### src/rtl/rbpa_pkg.sv
// Shared types and codes for the region bitmap page allocator.
package rbpa_pkg;

  typedef enum logic [1:0] {
    FN_LOAD  = 2'd0,
    FN_ALLOC = 2'd1,
    FN_FREE  = 2'd2,
    FN_NEXT  = 2'd3
  } func_t;

  typedef enum logic [3:0] {
    ST_OK        = 4'd0,
    ST_SKIPPED   = 4'd1,
    ST_FULL      = 4'd2,
    ST_OVERLAP   = 4'd3,
    ST_NOMEM     = 4'd4,
    ST_PROTECTED = 4'd5,
    ST_BADFREE   = 4'd6,
    ST_NONE      = 4'd7,
    ST_CLAMPED   = 4'd8
  } status_t;

  localparam logic [3:0] ET_AVAIL    = 4'd1;
  localparam logic [3:0] ET_RESERVED = 4'd2;

  localparam logic [1:0] REG_KERNEL_END     = 2'd0;
  localparam logic [1:0] REG_PROTECTED_END  = 2'd1;
  localparam logic [1:0] REG_LOW_MEMORY_END = 2'd2;

  localparam int          PADDR_W        = 5;
  localparam logic [63:0] LOW_MEM_RESET  = 64'h0000_0000_0010_0000;

  typedef struct packed {
    logic clear;
    logic capture;
    logic prep;
    logic load_b;
    logic scan;
    logic insert;
    logic alloc_chk;
    logic free_wr;
    logic finish;
  } cmd_t;

  typedef struct packed {
    func_t func;
    logic  early;
    logic  clear_last;
    logic  scan_end;
    logic  hit;
    logic  alloc_found;
    logic  alloc_last;
    logic  out_free;
  } sts_t;

endpackage

### src/rtl/rbpa_ctrl.sv
// Controller state machine for the page allocator.
module rbpa_ctrl (
  input  logic           clk,
  input  logic           rst,
  input  logic           in_valid,
  output logic           in_ready,
  input  rbpa_pkg::sts_t sts,
  output rbpa_pkg::cmd_t cmd
);

  typedef enum logic [10:0] {
    S_CLEAR  = 11'b000_0000_0001,
    S_IDLE   = 11'b000_0000_0010,
    S_PREP   = 11'b000_0000_0100,
    S_LOAD_B = 11'b000_0000_1000,
    S_SCAN   = 11'b000_0001_0000,
    S_INSERT = 11'b000_0010_0000,
    S_FRD    = 11'b000_0100_0000,
    S_FWR    = 11'b000_1000_0000,
    S_ARD    = 11'b001_0000_0000,
    S_ACHK   = 11'b010_0000_0000,
    S_DONE   = 11'b100_0000_0000
  } state_t;

  state_t state, state_next;

  always_ff @(posedge clk) begin
    if (rst) begin
      state <= S_CLEAR;
    end else begin
      state <= state_next;
    end
  end

  assign in_ready = (state == S_IDLE);

  always_comb begin
    state_next    = state;
    cmd           = '0;
    unique case (state)
      S_CLEAR: begin
        cmd.clear = 1'b1;
        if (sts.clear_last) state_next = S_IDLE;
      end
      S_IDLE: begin
        cmd.capture = in_valid;
        if (in_valid) state_next = S_PREP;
      end
      S_PREP: begin
        cmd.prep = 1'b1;
        if (sts.early) state_next = S_DONE;
        else if (sts.func == rbpa_pkg::FN_LOAD) state_next = S_LOAD_B;
        else state_next = S_SCAN;
      end
      S_LOAD_B: begin
        cmd.load_b = 1'b1;
        state_next = S_SCAN;
      end
      S_SCAN: begin
        cmd.scan = 1'b1;
        if (sts.scan_end) begin
          state_next = (sts.func == rbpa_pkg::FN_LOAD) ? S_INSERT : S_DONE;
        end else if (sts.hit) begin
          unique case (sts.func)
            rbpa_pkg::FN_ALLOC: state_next = S_ARD;
            rbpa_pkg::FN_FREE:  state_next = S_FRD;
            default:            state_next = S_DONE;
          endcase
        end
      end
      S_INSERT: begin
        cmd.insert = 1'b1;
        state_next = S_DONE;
      end
      S_FRD: state_next = S_FWR;
      S_FWR: begin
        cmd.free_wr = 1'b1;
        state_next  = S_DONE;
      end
      S_ARD: state_next = S_ACHK;
      S_ACHK: begin
        cmd.alloc_chk = 1'b1;
        if (sts.alloc_found) state_next = S_DONE;
        else if (sts.alloc_last) state_next = S_SCAN;
        else state_next = S_ARD;
      end
      S_DONE: begin
        cmd.finish = 1'b1;
        if (sts.out_free) state_next = S_IDLE;
      end
      default: state_next = S_CLEAR;
    endcase
  end

  a_accept_prep: assert property (@(posedge clk) disable iff (rst)
    (in_valid && in_ready) |=> state == S_PREP)
    else $error("accepted word did not start processing");

  a_clear_blocks: assert property (@(posedge clk) disable iff (rst)
    (state == S_CLEAR) |-> !in_ready && !cmd.scan)
    else $error("work during clearing pass");

endmodule

### config.mk
export PLATFORM = sky130hd
export DESIGN_NAME = rbpa_ctrl
export DESIGN_NICKNAME = d
export VERILOG_FILES = /design/src/rtl/rbpa_pkg.sv /design/src/rtl/rbpa_ctrl.sv
export SDC_FILE = /design/constraint.sdc
export NUM_CORES = 1
export LEC_CHECK = 0
export ABC_AREA = 1
export BUFFER_PORTS_ARGS = -buffer_cell sky130_fd_sc_hd__buf_2
export CAP_MARGIN = 20
export CORE_MARGIN = 2
export CORE_UTILIZATION = 39
export DETAILED_ROUTE_END_ITERATION = 8
export HOLD_SLACK_MARGIN = 0.06
export PLACE_DENSITY_LB_ADDON = 0.08
export SYNTH_ARGS = -nofsm -noshare
export SYNTH_HDL_FRONTEND = slang
export SYNTH_SLANG_ARGS = --single-unit
### constraint.sdc
create_clock -name clk -period 1.3 [get_ports clk]
set_input_delay 0 -clock clk [delete_from_list [all_inputs] [get_ports clk]]
set_output_delay 0 -clock clk [all_outputs]
set_load 0.02 [all_outputs]
# After elaboration in Yosys (flattened, before gate mapping)

Cells that the tools add are included.

Register bits after elaboration: 11
Input port bits: 12
Output and inout bits: 10

Equal/unequal tests: 17
Multiplexer cells: 21
Reductions and logical operators: 3

Operators by type and width:

| cell                                                              | number |
|---|---|
| 11-bit case mux with 10 select lines                              | 1 |
| 11-bit two-way mux                                                | 8 |
| 11-bit case mux with 2 select lines                               | 1 |
| 11-bit by 1-bit == test with 1-bit output, second input constant  | 1 |
| 11-bit by 10-bit == test with 1-bit output, second input constant | 1 |
| 11-bit == test, second input constant                             | 1 |
| 11-bit by 2-bit == test with 1-bit output, second input constant  | 1 |
| 11-bit by 3-bit == test with 1-bit output, second input constant  | 1 |
| 11-bit by 4-bit == test with 1-bit output, second input constant  | 1 |
| 11-bit by 5-bit == test with 1-bit output, second input constant  | 1 |
| 11-bit by 6-bit == test with 1-bit output, second input constant  | 1 |
| 11-bit by 7-bit == test with 1-bit output, second input constant  | 1 |
| 11-bit by 8-bit == test with 1-bit output, second input constant  | 1 |
| 11-bit by 9-bit == test with 1-bit output, second input constant  | 1 |
| 1-bit two-way mux                                                 | 9 |
| 9-bit two-way mux                                                 | 1 |
| 2-bit != test, second input constant                              | 3 |
| 5-bit two-way mux                                                 | 1 |
| 4-bit AND reduction                                               | 1 |
| 3-bit != test, second input constant                              | 1 |
| 2-bit by 1-bit == test with 1-bit output, second input constant   | 1 |
| 2-bit == test, second input constant                              | 1 |
| 2-bit zero test                                                   | 1 |
| 2-bit OR reduction                                                | 1 |

# Longest topological paths before layout

Gate-level depths: netlist (run 1).

Word-level depth: 5
Depth in mapped cells: 9
Mapped depth without buffers: 9

# Worst setup path after synthesis (run 1)

No wires, ideal clock.

Path kind: register to register
From: register state[1]
To: register state[4]
Library setup time: 0.064 ns
Arrival time: 1.191 ns
Cell stages (with the launch flop): 10
Clock period less this slack: 1.255 ns
Data required time: 1.236 ns
Path slack: 0.045 ns
Cell sequence: dfxtp_1 > nor2_2 > nand2_2 > nor2_4 > nand2_1 > inv_1 > nand3_1 > nand3_1 > nor2_1 > nor2_1

Word-level cells in the longest chain between the ends: 3
Elaborated cells on any way between the ends: 18

Ends and longest elaborated chain:

| item                                                                        | RTL line        | text |
|---|---|---|
| start, declared                                                             | rbpa_ctrl.sv:25 | `state_t state, state_next;` |
| start signal, assigned                                                      | rbpa_ctrl.sv:31 | `state <= state_next;` |
| 11-bit by 8-bit == test with 1-bit output, or another cell as far along     | rbpa_ctrl.sv:40 | `unique case (state)` |
| 2-bit OR reduction (no line), or another cell as far along                  | --              |  |
| 11-bit case mux with 10 select lines or 4-bit AND reduction (tied branches) | --              |  |

Several ways; a longest one is shown, not always the timed one.
A chain may end at the register's enable or synchronous reset.

# Worst setup path in the final report (run 1)

From: register state[5]
To: register state[2]

The elaborated chain is that of the path after synthesis.

==> out/metrics.yaml, run 1 <==
outcome:
  violations: "negative setup slack"
  status: "finished with violations"
routing:
  drt_wl_total_mm: 2.710
  drtIter0Drc: 16
  ant_nets: 0
  vias: 1048
  drcViolationCount: 0
  dr.pass1.iters: 4
  wire_per_inst_um: 12.43
  via_per_inst: 4.807
clocking:
  cts.sinks: 11
  cts_root_buf: "clkbuf_4"
  cts-buffers-inserted: 3
  cts_tree: "built"
  htree_levels: 1
  clockBufferDepth: 2
  clkLatencyLatePin_ns: 0.28
  clkTransAtPathRegs_ns: 0.07
placed_design:
  placed_cell_area_um2: 1056
  pre_cts_ws_ns: -0.1033
  dp_hpwl_mm: 1.721
  io_buffers: 21
  gp_congestion: 0.8225
critical_path:
  crit_fanout: 6
  cp-startpoint: "state[5]$_SDFFE_PP0P_"
  reg2reg_depth: 10
  crit_type: "flip-flop to flip-flop"
  r2r_slack_ns: -0.20
  r2r-end: "state[2]$_SDFFE_PP0P_"
  worstSetupEndpoint: "state[2]$_SDFFE_PP0P_"
  cp.required_ns: 1.48
  worstSetupStartpointType: "flip-flop"
  critPathCaptureType: "flip-flop"
  r2r-start: "state[5]$_SDFFE_PP0P_"
  worstPathArrival_ns: 1.68
final_layout:
  reg.largest.list: "state: 11 flops"
  n_antenna_cell: 0
  final_core_util_pct: 74.68
  largest_reg_flops: 11
  fill_cells: 132
  design_area_um2: 1480
  syn_to_final_growth_pct: 78.97
  fin_nets: 207
  drive_gt1_share_pct: 57.07
  top_register: "state"
hold_path:
  hold_class: "input port to flip-flop"
floorplanning:
  start_util_pct: 41.73
  die_w_um: 50.05
  dieArea_um2: 2505
  io_pins: 22
  die_h_um: 50.05
  placementRows: 16
  core_um2: 1982
timing:
  fin_worst_skew_ns: 0.004731
  relSlewSlack_pct: 77.99
  setup_slack_ns: -0.2002
  finalCriticalPeriod_ns: 1.500
  period_share_pct: 115.4
  max_freq_mhz: 666.6
  slew_violations: 0
  setup_viol: 18
  tightest_slew_ns: 0.3276
  hold_viol: 0
  rsz0062_at_grt: "yes"
logic_synthesis:
  ys_seq_elements: 11
  synth.net_count: 150
  syn_inst: 135
  ys_warn_count: 0
  synth_cell_types: 20
  syn_avg_cell_area_um2: 6.126
  yosysSeqAreaShare_pct: 26.63
  syn-cell-area_um2: 827.0
global_route:
  grt.overflow.total: 0
  grt_max_degree: 8
  track_usage_pct: 21.60
  grt_pass1_wl_mm: 4.119
  antenna_found_initial: 0
  grt_pass1_vias: 1008
power_and_ir_drop:
  p_switching_w: 0.0008456
  power_w: 0.001953
  cellLeakagePower_nw: 0.8128
  p_int_w: 0.001107
  p_seq_share_pct: 22.1
  vdd_drop_max_mv: 1.062
  swShare_pct: 43.31
  p_comb_share_pct: 65.4
  pwr-share-clk_pct: 12.6
  power_density_nw_per_um2: 1319
run:
  max-cap-violations: 0
==> kinds of logic after synthesis <==
family | synth area share [%]
simple gates | 48.11
fa+ha+maj | 4.539
compound gates | 5.748
flops | 26.63
buf+inv | 14.98
==> worst max-delay path, cell delays in order (launching register included) <==
cell and delay (ns):
dfxtp_2 0.33, nor2_2 0.11, nand2_2 0.09, nor2_4 0.17, buf_6 0.13, nand3b_1 0.12
nand2_2 0.13, nor2_4 0.06, buf_4 0.14, nand3_1 0.06, inv_1 0.05
==> power by group through the flow <==
stage / combinational, W / clock [W] / sequential, W
finish: 0.00128 / 0.000245 / 0.000431
floorplan: 0.000544 / 0 / 0.000417
detailed placement: 0.000810 / 0 / 0.000418
global route: 0.00138 / 0.000268 / 0.000437
global placement: 0.000804 / 0 / 0.000416
CTS: 0.00108 / 0.000244 / 0.000425
==> per-stage QoR <==
stage / std cells / TNS [ns] / hold WS [ns]
3_5_place_dp: 195 / -0.3644 / 0.2004
3_3_place_gp: 195 / -0.1527 / 0.1973
4_1_cts: 212 / -1.912 / 0.1827
6_report: 218 / -2.148 / 0.1905
2_1_floorplan: 135 / 0 / 0.06907
5_1_grt: 218 / -3.610 / 0.2098
==> area by class of cell <==
| cell class | count | area (um^2) | area share (%) |
|---|---|---|---|
| Multi-Input combinational cell | 91 | 605.6 | 40.91 |
| Timing Repair Buffer | 52 | 445.4 | 30.09 |
| Sequential cell | 11 | 237.7 | 16.06 |
| Inverter | 33 | 131.4 | 8.876 |
| Tap cell | 27 | 33.78 | 2.282 |
| Clock buffer | 4 | 26.28 | 1.775 |
==> repair_timing <==
item                                    4_1_cts  5_1_grt
setup buffers                                 7        6
resized for setup                            48       38
pin swaps                                    17       17
endpoints found under the setup margin       18       19
hold buffers                                  6        0
endpoints found under the hold margin         6        0
==> how the worst min path moves through the flow <==
| stage | slack (ns) | startpoint | end | cells after the start |
|---|---|---|---|---|
| finish | 0.19 | sts[8] | state[6]$_SDFFE_PP0P_ | 4 |
| global placement | 0.20 | sts[6] | state[3]$_SDFFE_PP0P_ | 2 |
| global route | 0.21 | sts[8] | state[6]$_SDFFE_PP0P_ | 4 |
| CTS | 0.18 | sts[8] | state[6]$_SDFFE_PP0P_ | 4 |
| detailed placement | 0.20 | sts[6] | state[3]$_SDFFE_PP0P_ | 2 |
| floorplan | 0.07 | rst | state[10]$_SDFFE_PP0P_ | 1 |
==> layout by cell type, fill, tap and decap left out, drive strengths merged <==
master	instances
nand3	14
nand3b	1
clkbuf	4
buf	46
inv	33
o21ai	7
o31ai	1
nor3	6
dlygate4sd3	6
nand2	29
nor4	2
nand4	1
a21oi	1
nor2	26
ha	3
dfxtp	11
==> metal layers <==
metal / vias to the layer above / wire length, um / GRT usage, %
met1: 480 / 1135 / 24.82
met4: 0 / 93 / 12.50
met5: - / 0 / 0
li1: 524 / - / -
met3: 11 / 98 / 3.636
met2: 33 / 1382 / 37.06
==> synthesized netlist by cell type <==
| cell type | instances | area [um^2] |
|---|---|---|
| a21oi_1 | 1 | 5.000 |
| inv_2 | 2 | 7.510 |
| nor4_1 | 2 | 12.51 |
| nor2_1 | 20 | 75.07 |
| nand3_1 | 12 | 60.06 |
| nand4_1 | 1 | 6.260 |
| nor2_4 | 4 | 45.04 |
| nand2_2 | 5 | 31.28 |
| nor3_1 | 6 | 30.03 |
| o21ai_1 | 2 | 10.01 |
| nand2_1 | 23 | 86.33 |
| nor2_2 | 2 | 12.51 |
| nand3_2 | 2 | 20.02 |
| o31ai_1 | 1 | 7.510 |
| nand2_4 | 1 | 11.26 |
| inv_1 | 31 | 116.4 |
| nand3b_1 | 1 | 7.510 |
| o21ai_0 | 5 | 25.02 |
| ha_1 | 3 | 37.54 |
| dfxtp_1 | 11 | 220.2 |
Power figures use the tool's default switching activity.
==> run 2, diff against run 1 <==
SKIP_CTS_REPAIR_TIMING = 1   (was default)
==> run 2 against run 1 <==
  * Global-route usage down 2.9 points
  * Wire length down 12%
  * Largest power group unchanged
  * Register-to-register slack better by 0.04 ns
  * Non-clock buffer count down 9
  * Largest cell class unchanged
  * The run still ends with negative setup slack left
  * Flip-flop and latch count unchanged
  * Clock skew up 0.0041 ns
  * Via count down 5.3%
==> out/metrics.yaml, run 2 (same netlist as run 1, synthesis figures left out) <==
timing:
  max_freq_mhz: 680.8  # +2.1%
  rsz0062_at_grt: "yes"
  tightest_slew_ns: 0.2817  # -0.04581 ns
  relSlewSlack_pct: 81.07  # +3.1 points
  setup_viol: 17  # -1
  setup_slack_ns: -0.1689  # +0.03128 ns
  fin_worst_skew_ns: 0.008870  # +0.004140 ns
  period_share_pct: 113.0  # -2.4 points
  finalCriticalPeriod_ns: 1.469  # -0.03128 ns
  slew_violations: 0  # unchanged
  hold_viol: 0  # unchanged
  worst_hold_slack_ns: 0.04823  # -0.1423 ns
hold_path:
  hold_class: "input port to flip-flop"
clocking:
  cts-buffers-inserted: 3  # unchanged
  clkTransAtPathRegs_ns: 0.07  # about the same
  htree_levels: 1  # unchanged
  clkLatencyLatePin_ns: 0.27  # about the same
  cts_root_buf: "clkbuf_4"
  clockBufferDepth: 2  # unchanged
  cts_tree: "built"
  cts.sinks: 11  # unchanged
critical_path:
  worstPathArrival_ns: 1.47  # -0.21 ns
  crit_fanout: 3  # -3
  crit_type: "flip-flop to primary output"
  cp.required_ns: 1.30  # -0.18 ns
  worstSetupStartpointType: "flip-flop"
  critPathCaptureType: "primary output"
routing:
  via_per_inst: 4.746  # -1.3%
  dr.pass1.iters: 4  # unchanged
  drt-met1-wl_mm: 1.043  # -8.1%
  dr_wl_met2_mm: 1.188  # -14%
  dr_wl_met3_um: 122  # +24%
  ant_nets: 0  # unchanged
  routed.top_layer: "met4"
  drtIter0Drc: 30  # +14
  wire_per_inst_um: 11.44  # -7.9%
  drcViolationCount: 0  # unchanged
  drt_wl_total_mm: 2.392  # -12%
  vias: 992  # -5.3%
global_route:
  grt.overflow.total: 0  # unchanged
  grt_pass1_wl_mm: 3.532  # -14%
  track_usage_pct: 18.70  # -2.9 points
  antenna_found_initial: 0  # unchanged
  grt_max_degree: 8  # unchanged
  grt_pass1_vias: 858  # -15%
power_and_ir_drop:
  power_density_nw_per_um2: 1337  # +1.4%
  vdd_drop_max_mv: 0.8943  # -16%
  cellLeakagePower_nw: 0.7535  # -7.3%
final_layout:
  register_area_um2: 235.2  # -1.1%
  drive_gt1_share_pct: 52.20  # -4.9 points
  mostFrequentLayoutCells: "inv_1, nand2_1, nor2_1, buf_6, buf_4"
  fin_nets: 198  # -4.3%
  top_register: "state"
  syn_to_final_growth_pct: 64.15
  reg.largest.list: "state: 11 flops"
  largest_reg_flops: 11  # unchanged
  fill_cells: 158  # +20%
  fin_cells: 209  # -4.1%
  n_antenna_cell: 0  # unchanged
  final_common_cell: "inv_1"
  multiInputGateArea_um2: 576.8  # -4.8%
  design_area_um2: 1358  # -8.3%
placed_design:
  io_buffers: 21  # unchanged
  dp_hpwl_mm: 1.721  # unchanged
  pre_cts_ws_ns: -0.1033  # unchanged
  dp_cells: 195  # unchanged
  placed_cell_area_um2: 1056  # unchanged
  gp_congestion: 0.8225  # unchanged
floorplanning:
  dieArea_um2: 2505  # unchanged
  io_pins: 22  # unchanged
  core_um2: 1982  # unchanged
  start_util_pct: 41.73  # unchanged
  die_w_um: 50.05  # unchanged
  placementRows: 16  # unchanged
  die_h_um: 50.05  # unchanged
outcome:
  violations: "negative setup slack"
  status: "finished with violations"
run:
  max-cap-violations: 0  # unchanged
## run 2: final cells by class
cell class / instances / share of cell area, %
inverter: 33 / 9.493
tap: 27 / 2.488
clock buffer: 4 / 1.935
multi-input combinational: 91 / 42.49
sequential: 11 / 17.33
timing repair buffer: 43 / 26.27
## run 2: power by group
group | switching, W | internal, W
sequential | 0.0000465 | 0.000386
combinational | 0.000612 | 0.000528
clock | 0.000123 | 0.000119
total | 0.000782 | 0.00103
## run 2: routing by layer
layer,up-vias,GRT usage (%)
met1,443,23.90
met3,6,3.030
met2,34,29.82
met4,0,9.722
met5,-,0
li1,509,-
## run 2: worst max-delay path, stage by stage, from the launching register on
cell	delay (ns)
dfxtp_4	0.36
nor2_4	0.13
nand2_4	0.08
nor2_4	0.15
buf_4	0.14
nand2_2	0.06
buf_6	0.13
inv_2	0.04
buf_6	0.10
## run 2: path summary, 6_finish.rpt
check                   startpoint  slack [ns]                     to  cells past startpoint
max reg2reg  state[2]$_SDFFE_PP0P_       -0.16  state[4]$_SDFFE_PP0P_                     10
min reg2reg  state[9]$_SDFFE_PP0P_        0.59  state[9]$_SDFFE_PP0P_                      3
max          state[7]$_SDFFE_PP0P_       -0.17                 cmd[6]                      8
min                         sts[1]        0.05  state[8]$_SDFFE_PP0P_                      4
## run 2: stage by stage
| stage | power, W | util [%] | TNS, ns |
|---|---|---|---|
| global route | 0.001948 | 68.50 | -3.081 |
| floorplan | 0.0009610 | - | 0 |
| finish | 0.001815 | 68.50 | -1.855 |
| CTS | 0.001469 | 54.61 | -2.119 |
| global placement | 0.001220 | 53.28 | -0.1527 |
| detailed placement | 0.001229 | 53.28 | -0.3644 |
